===== src/rtl/html_tag_strip_entity_decode_top_macros.svh =====
// Assertion macros for the tag stripper with entity decoding.
// Expects clk_i and rst_ni in the scope of every use.
`ifndef HTML_TAG_STRIP_ENTITY_DECODE_TOP_MACROS_SVH
`define HTML_TAG_STRIP_ENTITY_DECODE_TOP_MACROS_SVH

// Property checked at every clock edge outside reset.
`define HTSED_ASSERT(lbl, prop, msg) \
  lbl: assert property (@(posedge clk_i) disable iff (!rst_ni) prop) \
    else $error(msg);

// Consequent must hold in the cycle after the antecedent.
`define HTSED_ASSERT_NEXT(lbl, ante, cons, msg) \
  lbl: assert property (@(posedge clk_i) disable iff (!rst_ni) (ante) |=> (cons)) \
    else $error(msg);

`endif


===== src/rtl/htsed_pkg.sv =====
// Shared types, character codes and entity tables of the tag stripper.
// No dependencies; every other file but the assertion macros header imports this package.
package htsed_pkg;

  localparam int BYTE_W      = 8;
  localparam int PEND_DEPTH  = 6;
  localparam int QUEUE_DEPTH = PEND_DEPTH + 1;
  localparam int CNT_W       = $clog2(QUEUE_DEPTH + 1);
  localparam int ENT_COUNT   = 5;

  localparam logic [BYTE_W-1:0] CHAR_LT  = 8'h3C;
  localparam logic [BYTE_W-1:0] CHAR_GT  = 8'h3E;
  localparam logic [BYTE_W-1:0] CHAR_AMP = 8'h26;
  localparam logic [BYTE_W-1:0] CHAR_NUL = 8'h00;

  // Entity spellings, '&' included, padded with zero bytes.
  localparam logic [BYTE_W-1:0] ENT_TEXT [ENT_COUNT][PEND_DEPTH] = '{
    '{8'h26, 8'h61, 8'h6D, 8'h70, 8'h3B, 8'h00},
    '{8'h26, 8'h6C, 8'h74, 8'h3B, 8'h00, 8'h00},
    '{8'h26, 8'h67, 8'h74, 8'h3B, 8'h00, 8'h00},
    '{8'h26, 8'h71, 8'h75, 8'h6F, 8'h74, 8'h3B},
    '{8'h26, 8'h6E, 8'h62, 8'h73, 8'h70, 8'h3B}
  };
  localparam logic [CNT_W-1:0] ENT_LEN [ENT_COUNT] = '{3'd5, 3'd4, 3'd4, 3'd6, 3'd6};
  localparam logic [BYTE_W-1:0] ENT_VALUE [ENT_COUNT] = '{8'h26, 8'h3C, 8'h3E, 8'h22, 8'h20};

  typedef logic [PEND_DEPTH-1:0][BYTE_W-1:0]  held_t;
  typedef logic [QUEUE_DEPTH-1:0][BYTE_W-1:0] queue_t;

  typedef enum logic {
    ST_RUN,
    ST_FLUSH
  } ctrl_state_e;

  typedef struct packed {
    logic step_input;
    logic step_replay;
    logic give_up;
    logic emit_end;
  } cmd_t;

  typedef struct packed {
    logic replay;
    logic holding;
    logic out_free;
  } status_t;

endpackage


===== src/rtl/htsed_if.sv =====
// Stream channel interfaces: markup bytes in, plain-text bytes out.
// Depends on htsed_pkg for the byte width.
interface htsed_in_if import htsed_pkg::*; ();
  logic              valid;
  logic              ready;
  logic [BYTE_W-1:0] in_byte;
  logic              last;

  modport source (output valid, in_byte, last, input ready);
  modport sink   (input valid, in_byte, last, output ready);
endinterface

interface htsed_out_if import htsed_pkg::*; ();
  logic              valid;
  logic              ready;
  logic [BYTE_W-1:0] out_byte;
  logic              end_of_text;

  modport source (output valid, out_byte, end_of_text, input ready);
  modport sink   (input valid, out_byte, end_of_text, output ready);
endinterface


===== src/rtl/htsed_match.sv =====
// Entity matcher: compares the held candidate plus the current byte
// against the entity table. Depends on htsed_pkg.
module htsed_match import htsed_pkg::*; (
  input  held_t             held_i,
  input  logic [CNT_W-1:0]  count_i,
  input  logic [BYTE_W-1:0] cur_i,
  output logic              full_o,
  output logic              prefix_o,
  output logic [BYTE_W-1:0] value_o
);

  logic ok;

  always_comb begin
    full_o   = 1'b0;
    prefix_o = 1'b0;
    value_o  = '0;
    ok       = 1'b0;
    for (int e = 0; e < ENT_COUNT; e++) begin
      ok = 1'b1;
      for (int i = 0; i < PEND_DEPTH; i++) begin
        if (CNT_W'(i) < count_i) begin
          ok = ok && (held_i[i] == ENT_TEXT[e][i]);
        end else if (CNT_W'(i) == count_i) begin
          ok = ok && (cur_i == ENT_TEXT[e][i]);
        end
      end
      // The first complete match wins; later prefixes no longer matter.
      if (ok && !full_o) begin
        if ((count_i + CNT_W'(1)) == ENT_LEN[e]) begin
          full_o  = 1'b1;
          value_o = ENT_VALUE[e];
        end else if (count_i < ENT_LEN[e]) begin
          prefix_o = 1'b1;
        end
      end
    end
  end

endmodule


===== src/rtl/htsed_datapath.sv =====
// Datapath: byte queue (held candidate followed by bytes to replay), tag flag,
// entity matcher and output register. Depends on htsed_pkg and htsed_match.
module htsed_datapath import htsed_pkg::*; (
  input  logic              clk_i,
  input  logic              rst_ni,
  input  cmd_t              cmd_i,
  output status_t           status_o,
  input  logic [BYTE_W-1:0] in_byte_i,
  input  logic              out_ready_i,
  output logic              out_valid_o,
  output logic [BYTE_W-1:0] out_byte_o,
  output logic              end_of_text_o
);

  // Entries below pc_q are the candidate; entries from pc_q up to but not including tc_q are replayed.
  queue_t            q_q, q_d, q_ext;
  logic [CNT_W-1:0]  pc_q, pc_d, tc_q, tc_d, shift;
  logic [CNT_W:0]    src_idx;
  logic              tag_q, tag_d;
  logic              ov_q, ov_d, oe_q, oe_d;
  logic [BYTE_W-1:0] ob_q, ob_d;
  logic [BYTE_W-1:0] cur, emit_byte;
  logic              emit, emit_end;
  logic              m_full, m_prefix;
  logic [BYTE_W-1:0] m_value;

  assign status_o.replay   = (tc_q != pc_q);
  assign status_o.holding  = (pc_q != '0);
  assign status_o.out_free = !ov_q || out_ready_i;

  assign cur = cmd_i.step_input ? in_byte_i : q_q[pc_q];

  htsed_match u_match (
    .held_i   (q_q[PEND_DEPTH-1:0]),
    .count_i  (pc_q),
    .cur_i    (cur),
    .full_o   (m_full),
    .prefix_o (m_prefix),
    .value_o  (m_value)
  );

  always_comb begin
    q_ext = q_q;
    if (cmd_i.step_input) begin
      q_ext[pc_q] = in_byte_i;
    end
    pc_d      = pc_q;
    tag_d     = tag_q;
    shift     = '0;
    emit      = 1'b0;
    emit_byte = cur;
    emit_end  = 1'b0;
    if (cmd_i.step_input || cmd_i.step_replay) begin
      if (pc_q == '0) begin
        if (cur == CHAR_LT) begin
          tag_d = 1'b1;
          shift = CNT_W'(1);
        end else if (cur == CHAR_GT) begin
          tag_d = 1'b0;
          shift = CNT_W'(1);
        end else if (tag_q) begin
          shift = CNT_W'(1);
        end else if (cur == CHAR_AMP) begin
          pc_d = CNT_W'(1);
        end else begin
          emit  = 1'b1;
          shift = CNT_W'(1);
        end
      end else if (pc_q == CNT_W'(PEND_DEPTH)) begin
        // Candidate is full: give up and leave the current byte for replay.
        emit      = 1'b1;
        emit_byte = CHAR_AMP;
        shift     = CNT_W'(1);
        pc_d      = '0;
      end else if (m_full) begin
        emit      = 1'b1;
        emit_byte = m_value;
        shift     = pc_q + CNT_W'(1);
        pc_d      = '0;
      end else if (m_prefix) begin
        pc_d = pc_q + CNT_W'(1);
      end else begin
        emit      = 1'b1;
        emit_byte = CHAR_AMP;
        shift     = CNT_W'(1);
        pc_d      = '0;
      end
    end else if (cmd_i.give_up) begin
      emit      = 1'b1;
      emit_byte = CHAR_AMP;
      shift     = CNT_W'(1);
      pc_d      = '0;
    end else if (cmd_i.emit_end) begin
      emit      = 1'b1;
      emit_byte = CHAR_NUL;
      emit_end  = 1'b1;
      tag_d     = 1'b0;
    end
    tc_d = tc_q + CNT_W'(cmd_i.step_input) - shift;

    src_idx = '0;
    for (int i = 0; i < QUEUE_DEPTH; i++) begin
      src_idx = (CNT_W + 1)'(i) + {1'b0, shift};
      if (src_idx < (CNT_W + 1)'(QUEUE_DEPTH)) begin
        q_d[i] = q_ext[src_idx[CNT_W-1:0]];
      end else begin
        q_d[i] = q_ext[i];
      end
    end

    ov_d = ov_q;
    ob_d = ob_q;
    oe_d = oe_q;
    if (out_ready_i) begin
      ov_d = 1'b0;
    end
    if (emit) begin
      ov_d = 1'b1;
      ob_d = emit_byte;
      oe_d = emit_end;
    end
  end

  always_ff @(posedge clk_i or negedge rst_ni) begin
    if (!rst_ni) begin
      pc_q  <= '0;
      tc_q  <= '0;
      tag_q <= 1'b0;
      ov_q  <= 1'b0;
    end else begin
      pc_q  <= pc_d;
      tc_q  <= tc_d;
      tag_q <= tag_d;
      ov_q  <= ov_d;
    end
  end

  always_ff @(posedge clk_i) begin
    q_q  <= q_d;
    ob_q <= ob_d;
    oe_q <= oe_d;
  end

  assign out_valid_o   = ov_q;
  assign out_byte_o    = ob_q;
  assign end_of_text_o = oe_q;

endmodule


===== src/rtl/htsed_ctrl.sv =====
// Controller: decides each cycle whether to take an input beat, replay a
// held byte, give up a candidate or close the text. Depends on htsed_pkg.
module htsed_ctrl import htsed_pkg::*; (
  input  logic    clk_i,
  input  logic    rst_ni,
  input  logic    in_valid_i,
  input  logic    in_last_i,
  output logic    in_ready_o,
  input  status_t status_i,
  output cmd_t    cmd_o
);

  ctrl_state_e state_q, state_d;

  always_comb begin
    state_d = state_q;
    unique case (state_q)
      ST_RUN: begin
        if (in_valid_i && in_ready_o && in_last_i) begin
          state_d = ST_FLUSH;
        end
      end
      ST_FLUSH: begin
        if (cmd_o.emit_end) begin
          state_d = ST_RUN;
        end
      end
      default: state_d = ST_RUN;
    endcase
  end

  always_comb begin
    cmd_o      = '0;
    in_ready_o = 1'b0;
    unique case (state_q)
      ST_RUN: begin
        in_ready_o        = status_i.out_free && !status_i.replay;
        cmd_o.step_input  = in_valid_i && in_ready_o;
        cmd_o.step_replay = status_i.out_free && status_i.replay;
      end
      ST_FLUSH: begin
        if (status_i.out_free) begin
          if (status_i.replay) begin
            cmd_o.step_replay = 1'b1;
          end else if (status_i.holding) begin
            cmd_o.give_up = 1'b1;
          end else begin
            cmd_o.emit_end = 1'b1;
          end
        end
      end
      default: ;
    endcase
  end

  always_ff @(posedge clk_i or negedge rst_ni) begin
    if (!rst_ni) begin
      state_q <= ST_RUN;
    end else begin
      state_q <= state_d;
    end
  end

endmodule


===== src/rtl/html_tag_strip_entity_decode_top.sv =====
// Markup tag stripper with entity decoding.
// in_i carries one markup byte per beat, with last on the final byte of a text.
// out_o carries plain-text bytes; a zero byte with end_of_text closes each text.
// Bytes between '<' and '>' are dropped; &amp; &lt; &gt; &quot; &nbsp; become
// one byte each. A '&' and what follows it are held until the entity is decided.
// A plain byte or the byte that completes an entity reaches the output register
// as its beat is taken. Throughput: one input beat per cycle while the output
// register is free and no held byte waits for replay. When a held candidate
// fails, the block emits '&' and then replays the held bytes one at a time,
// during which input is not accepted. After the last beat, it replays held bytes,
// gives up each candidate left by emitting its '&', then emits the terminator.
// The rate is set by the single-entry output register and the one-byte-a-cycle
// step through the held-byte queue.
// When the receiver stalls with a result waiting, no step is taken and input
// ready stays low until that result is taken in the same or a later cycle.
// Reset leaves the block outside a tag with nothing held and no result waiting.
// Depends on htsed_pkg, htsed_if, htsed_match, htsed_datapath and htsed_ctrl.
`include "html_tag_strip_entity_decode_top_macros.svh"

module html_tag_strip_entity_decode_top import htsed_pkg::*; (
  input logic         clk_i,
  input logic         rst_ni,
  htsed_in_if.sink    in_i,
  htsed_out_if.source out_o
);

  cmd_t    cmd;
  status_t status;

  htsed_ctrl u_ctrl (
    .clk_i      (clk_i),
    .rst_ni     (rst_ni),
    .in_valid_i (in_i.valid),
    .in_last_i  (in_i.last),
    .in_ready_o (in_i.ready),
    .status_i   (status),
    .cmd_o      (cmd)
  );

  htsed_datapath u_datapath (
    .clk_i         (clk_i),
    .rst_ni        (rst_ni),
    .cmd_i         (cmd),
    .status_o      (status),
    .in_byte_i     (in_i.in_byte),
    .out_ready_i   (out_o.ready),
    .out_valid_o   (out_o.valid),
    .out_byte_o    (out_o.out_byte),
    .end_of_text_o (out_o.end_of_text)
  );

  `HTSED_ASSERT_NEXT(a_last_starts_flush, in_i.valid && in_i.ready && in_i.last, !in_i.ready, "input taken right after the last beat")
  `HTSED_ASSERT(a_ready_only_without_replay, in_i.ready |-> !status.replay, "input ready while held bytes wait for replay")
  `HTSED_ASSERT(a_end_only_when_empty, cmd.emit_end |-> !status.holding && !status.replay, "terminator issued with bytes still held")

endmodule


===== src/flat_wrapper.sv =====
// flat-port wrapper written by rule: the top's interface ports become plain ports
module html_tag_strip_entity_decode_top_flat import htsed_pkg::*;
  (clk_i, rst_ni, in_i_valid, in_i_in_byte, in_i_last, in_i_ready, out_o_valid, out_o_out_byte, out_o_end_of_text, out_o_ready);
  htsed_in_if in_i_i ();
  htsed_out_if out_o_i ();
  input logic clk_i;
  input logic rst_ni;
  input wire logic [$bits(in_i_i.valid)-1:0] in_i_valid;
  input wire logic [$bits(in_i_i.in_byte)-1:0] in_i_in_byte;
  input wire logic [$bits(in_i_i.last)-1:0] in_i_last;
  output wire logic [$bits(in_i_i.ready)-1:0] in_i_ready;
  output wire logic [$bits(out_o_i.valid)-1:0] out_o_valid;
  output wire logic [$bits(out_o_i.out_byte)-1:0] out_o_out_byte;
  output wire logic [$bits(out_o_i.end_of_text)-1:0] out_o_end_of_text;
  input wire logic [$bits(out_o_i.ready)-1:0] out_o_ready;
  assign in_i_i.valid = in_i_valid;
  assign in_i_i.in_byte = in_i_in_byte;
  assign in_i_i.last = in_i_last;
  assign in_i_ready = in_i_i.ready;
  assign out_o_valid = out_o_i.valid;
  assign out_o_out_byte = out_o_i.out_byte;
  assign out_o_end_of_text = out_o_i.end_of_text;
  assign out_o_i.ready = out_o_ready;
  html_tag_strip_entity_decode_top u_core (.clk_i(clk_i), .rst_ni(rst_ni), .in_i(in_i_i), .out_o(out_o_i));
endmodule

===== config.mk =====
export PLATFORM = sky130hd
export DESIGN_NAME = html_tag_strip_entity_decode_top_flat
export DESIGN_NICKNAME = d
export VERILOG_FILES = /design/src/rtl/htsed_pkg.sv /design/src/rtl/htsed_if.sv /design/src/rtl/htsed_match.sv /design/src/rtl/htsed_datapath.sv /design/src/rtl/htsed_ctrl.sv /design/src/rtl/html_tag_strip_entity_decode_top.sv /design/src/flat_wrapper.sv
export VERILOG_INCLUDE_DIRS = /design/src /design/src/rtl
export SDC_FILE = /design/constraint.sdc
export NUM_CORES = 1
export LEC_CHECK = 0
export BUFFER_PORTS_ARGS = -buffer_cell sky130_fd_sc_hd__buf_2
export CAP_MARGIN = 20
export CORE_MARGIN = 2
export CORE_UTILIZATION = 25
export DETAILED_ROUTE_END_ITERATION = 7
export PLACE_DENSITY = 0.4
export RECOVER_POWER = 50
export SYNTH_ARGS = -nofsm -noshare
export SYNTH_HDL_FRONTEND = slang
export SYNTH_SLANG_ARGS = --single-unit

===== constraint.sdc =====
create_clock -name clk_i -period 17.2 [get_ports clk_i]
set_input_delay 1.72 -clock clk_i [delete_from_list [all_inputs] [get_ports clk_i]]
set_output_delay 1.72 -clock clk_i [all_outputs]
set_load 0.03 [all_outputs]

==> flow_summary.toml <==
[drt]
drc = 0
via_per_inst = 5.897
drt_iter0_drc = 838
postRouteAntennaNets = 0
drt_wl_total_mm = 35.92
vias = 8350
wl_per_cell_um = 25.37
detail_route.first_pass.iterations = 8

[outcome]
violations = "max-capacitance violations, max-slew violations"
status = "finished with violations"

[worst_setup_path]
startpoint = "out_o_ready"
cp_cell_sequence = "buf_2, nor2b_1, nor4_1, nand2_1, or4_1, a221oi_1, a221oi_1, nor3_1, o21ai_0, and2_0, o221ai_4, clkbuf_1, inv_4, ha_1, xnor2_1, buf_4, inv_1, a2111oi_0, a211oi_1"
crit_type = "in2reg"
cp.required_ps = 17420
cpMostUsedCell = "a221oi_1"
reg2reg_from = "u_core.u_datapath.pc_q[2]$_DFFE_PN0P_"
crit_path_start_kind = "input pin"
path_max_fanout = 54
crit_buf_inv = 5
cp_data_arrival_time_ps = 12130
r2r_slack_ps = 6110
path_delay_family = "simple AND/OR/NAND/NOR gates"
critPathMaxStageDelay_ps = 1880
cpMaxStageDelayCell = "clkbuf_1"
endpoint_kind = "flip-flop"

[global_routing]
use_met3 = 0.03952
met1_usage = 0.2916
grt.busiest_layer = "met2"
first_global_vias = 7959
grt_pass1_wl_mm = 53.10
use_met2 = 0.3282
antenna_found_initial = 0
grt_max_degree = 57
overflow = 0
grt_usage = 0.2093

[cts]
cts.sinks = 74
cts_tree = "yes"
cts_root_buf = "clkbuf_16"
post_cts_buffers = 0
clk_path_buf_depth = 2
htreeDepth = 3
ctsResizeCount = 0
worstSkewPairLatency_ps = 360
holdBufCountCts = 0
cts_buffers = 9
clk_pin_slew_ps = 70

[synthesis]
yosys_warnings = 0
yosysMostFrequentCell = "mux2i_1"
synth_edf_count = 9
ys.flop_type = "dfxtp_1"
async_flop_share = 0.1216
synth_area_leaders = "mux2i_1, dfxtp_1, mux2_2"
synth.distinct_cells = 90
ys_seq_area_frac = 0.1966
synth_top_cell_by_area = "mux2i_1"
synth_cells = 988
synthTopCellsByCount = "mux2i_1, nor2_1, nand2_1"
synth.top_cell.area_share = 0.2154
avgSynthCellArea_um2 = 8.324
ys_ff_latch = 74
syn_area_um2 = 8224
synthesis.nets = 1019

[timing]
min_period_over_period = 0.6920
setup_tns_ps = 0
rsz0062_at_grt = "false"
max_freq_ghz = 0.08402
clock-skew-final_ps = 14.49
worst_pin_slew_ps = 2606
min_period_ps = 11900
setup_viol = 0
slew_viol_final = 37
hold_viol_final = 0
slew_headroom = -0.7376

[floorplan]
io_pins = 24
dieArea_um2 = 34360
coreArea_um2 = 32450
die_x_um = 185.4
initial_utilization = 0.2534
row_count = 66
dieHeight_um = 185.4

[finish]
areaGrowthSynthToFinish_pct = 9.767
fin_util = 0.2782
drive_gt1_frac = 0.1099
nFillCells = 3544
fin_nets = 1000
n_antenna_cell = 0

[run]
cap_viol_max_count = 1

[place]
gp_congestion = 0.8840
hpwl_mm = 26.42
io_buffers = 23

[hold_path]
hp-class = "reg2reg"
min_from = "u_core.u_datapath.tc_q[0]$_DFF_PN0_"
final cells by class:
type / instances / area (µm²) / share of cell area
sequential: 74 / 1618 / 0.1792
multi-input combinational: 819 / 6205 / 0.6873
tap: 442 / 553.0 / 0.06126
timing repair buffer: 45 / 261.5 / 0.02897
inverter: 20 / 77.57 / 0.008593
clock inverter: 5 / 60.06 / 0.006653
clock buffer: 11 / 252.7 / 0.02800
metal layers:
layer / wire, µm / part of all wire / up-vias
met3: 2783 / 0.077 / 53
met1: 16480 / 0.46 / 4133
li1: - / - / 3788
met5: 0 / 0 / -
met4: 894 / 0.025 / 0
met2: 15770 / 0.44 / 376
worst reg2reg max path, stage by stage (launching register included):
cell and delay [ps]:
dfrtp_2 410, xor2_1 200, nor4_1 1140, nand2_1 880, or4_1 700, a221oi_1 640, a221oi_1 200, nor3_1 350
o21ai_0 460, and2_0 760, o221ai_4 350, clkbuf_1 1880, inv_4 840, ha_1 510, xnor2_1 630, buf_4 320
inv_1 120, a2111oi_0 480, a211oi_1 80
flip-flops by register name (all words and copies together) (netlist names):
signal and count:
u_core.u_datapath.end_of_text_o 1, u_core.u_datapath.tc_q 3, u_core.u_datapath.out_valid_o 1, u_core.u_datapath.out_byte_o 8, u_core.u_datapath.tag_q 1, u_core.u_datapath.pc_q 3
u_core.u_datapath.q_q 56, u_core.u_ctrl.state_q 1
kinds of logic (layout without fill, tap and decap cells):
group	Yosys count	count (layout)	synth area share
AND/OR/NAND/NOR	317	317	0.1987
AO/OA/AOI/OAI	255	255	0.2338
multiplexers	221	221	0.2839
buffers and inverters	95	81	0.05020
flip-flops	74	74	0.1966
adder cells (fa/ha/maj)	18	18	0.02830
XOR/XNOR	8	8	0.008519
final timing paths:
kind,endpoint,depth (start not counted)
hold / removal,u_core.u_datapath.tc_q[0]$_DFF_PN0_,1
setup / recovery,u_core.u_datapath.q_q[30]$_DFF_P_,19
setup reg to reg,u_core.u_datapath.q_q[30]$_DFF_P_,18
max in group asynchronous,u_core.u_datapath.pc_q[2]$_DFFE_PN0P_,1
hold reg to reg,u_core.u_datapath.tc_q[0]$_DFF_PN0_,1
min in group asynchronous,u_core.u_datapath.pc_q[2]$_DFFE_PN0P_,1
layout by cell type, fill, tap and decap left out, drive strengths merged, types with 18 or more instances in the layout:
cell,instances
mux2,38
nor2,83
mux2i,177
nor3,28
nand2,70
a21oi,43
o21ai,26
clkbuf,24
inv,21
dfxtp,56
buf,32
nand3,18
stage by stage:
| step | hold WS, ps | std cells | worst slack [ps] | instance area [µm²] |
|---|---|---|---|---|
| after detailed placement | 529.3 | 1399 | 8489 | 8750 |
| after CTS | 542.1 | 1415 | 8817 | 9062 |
| after global placement | 528.5 | 1399 | 8616 | 8750 |
| after floorplan | 497.8 | 988 | 10780 | 8224 |
| after global routing | 583.5 | 1416 | 4720 | 9027 |
| final | 533.1 | 1416 | 5298 | 9027 |
Power is not shown: default switching activity piles up to over one toggle a cycle in this logic, so the estimate is an artifact.
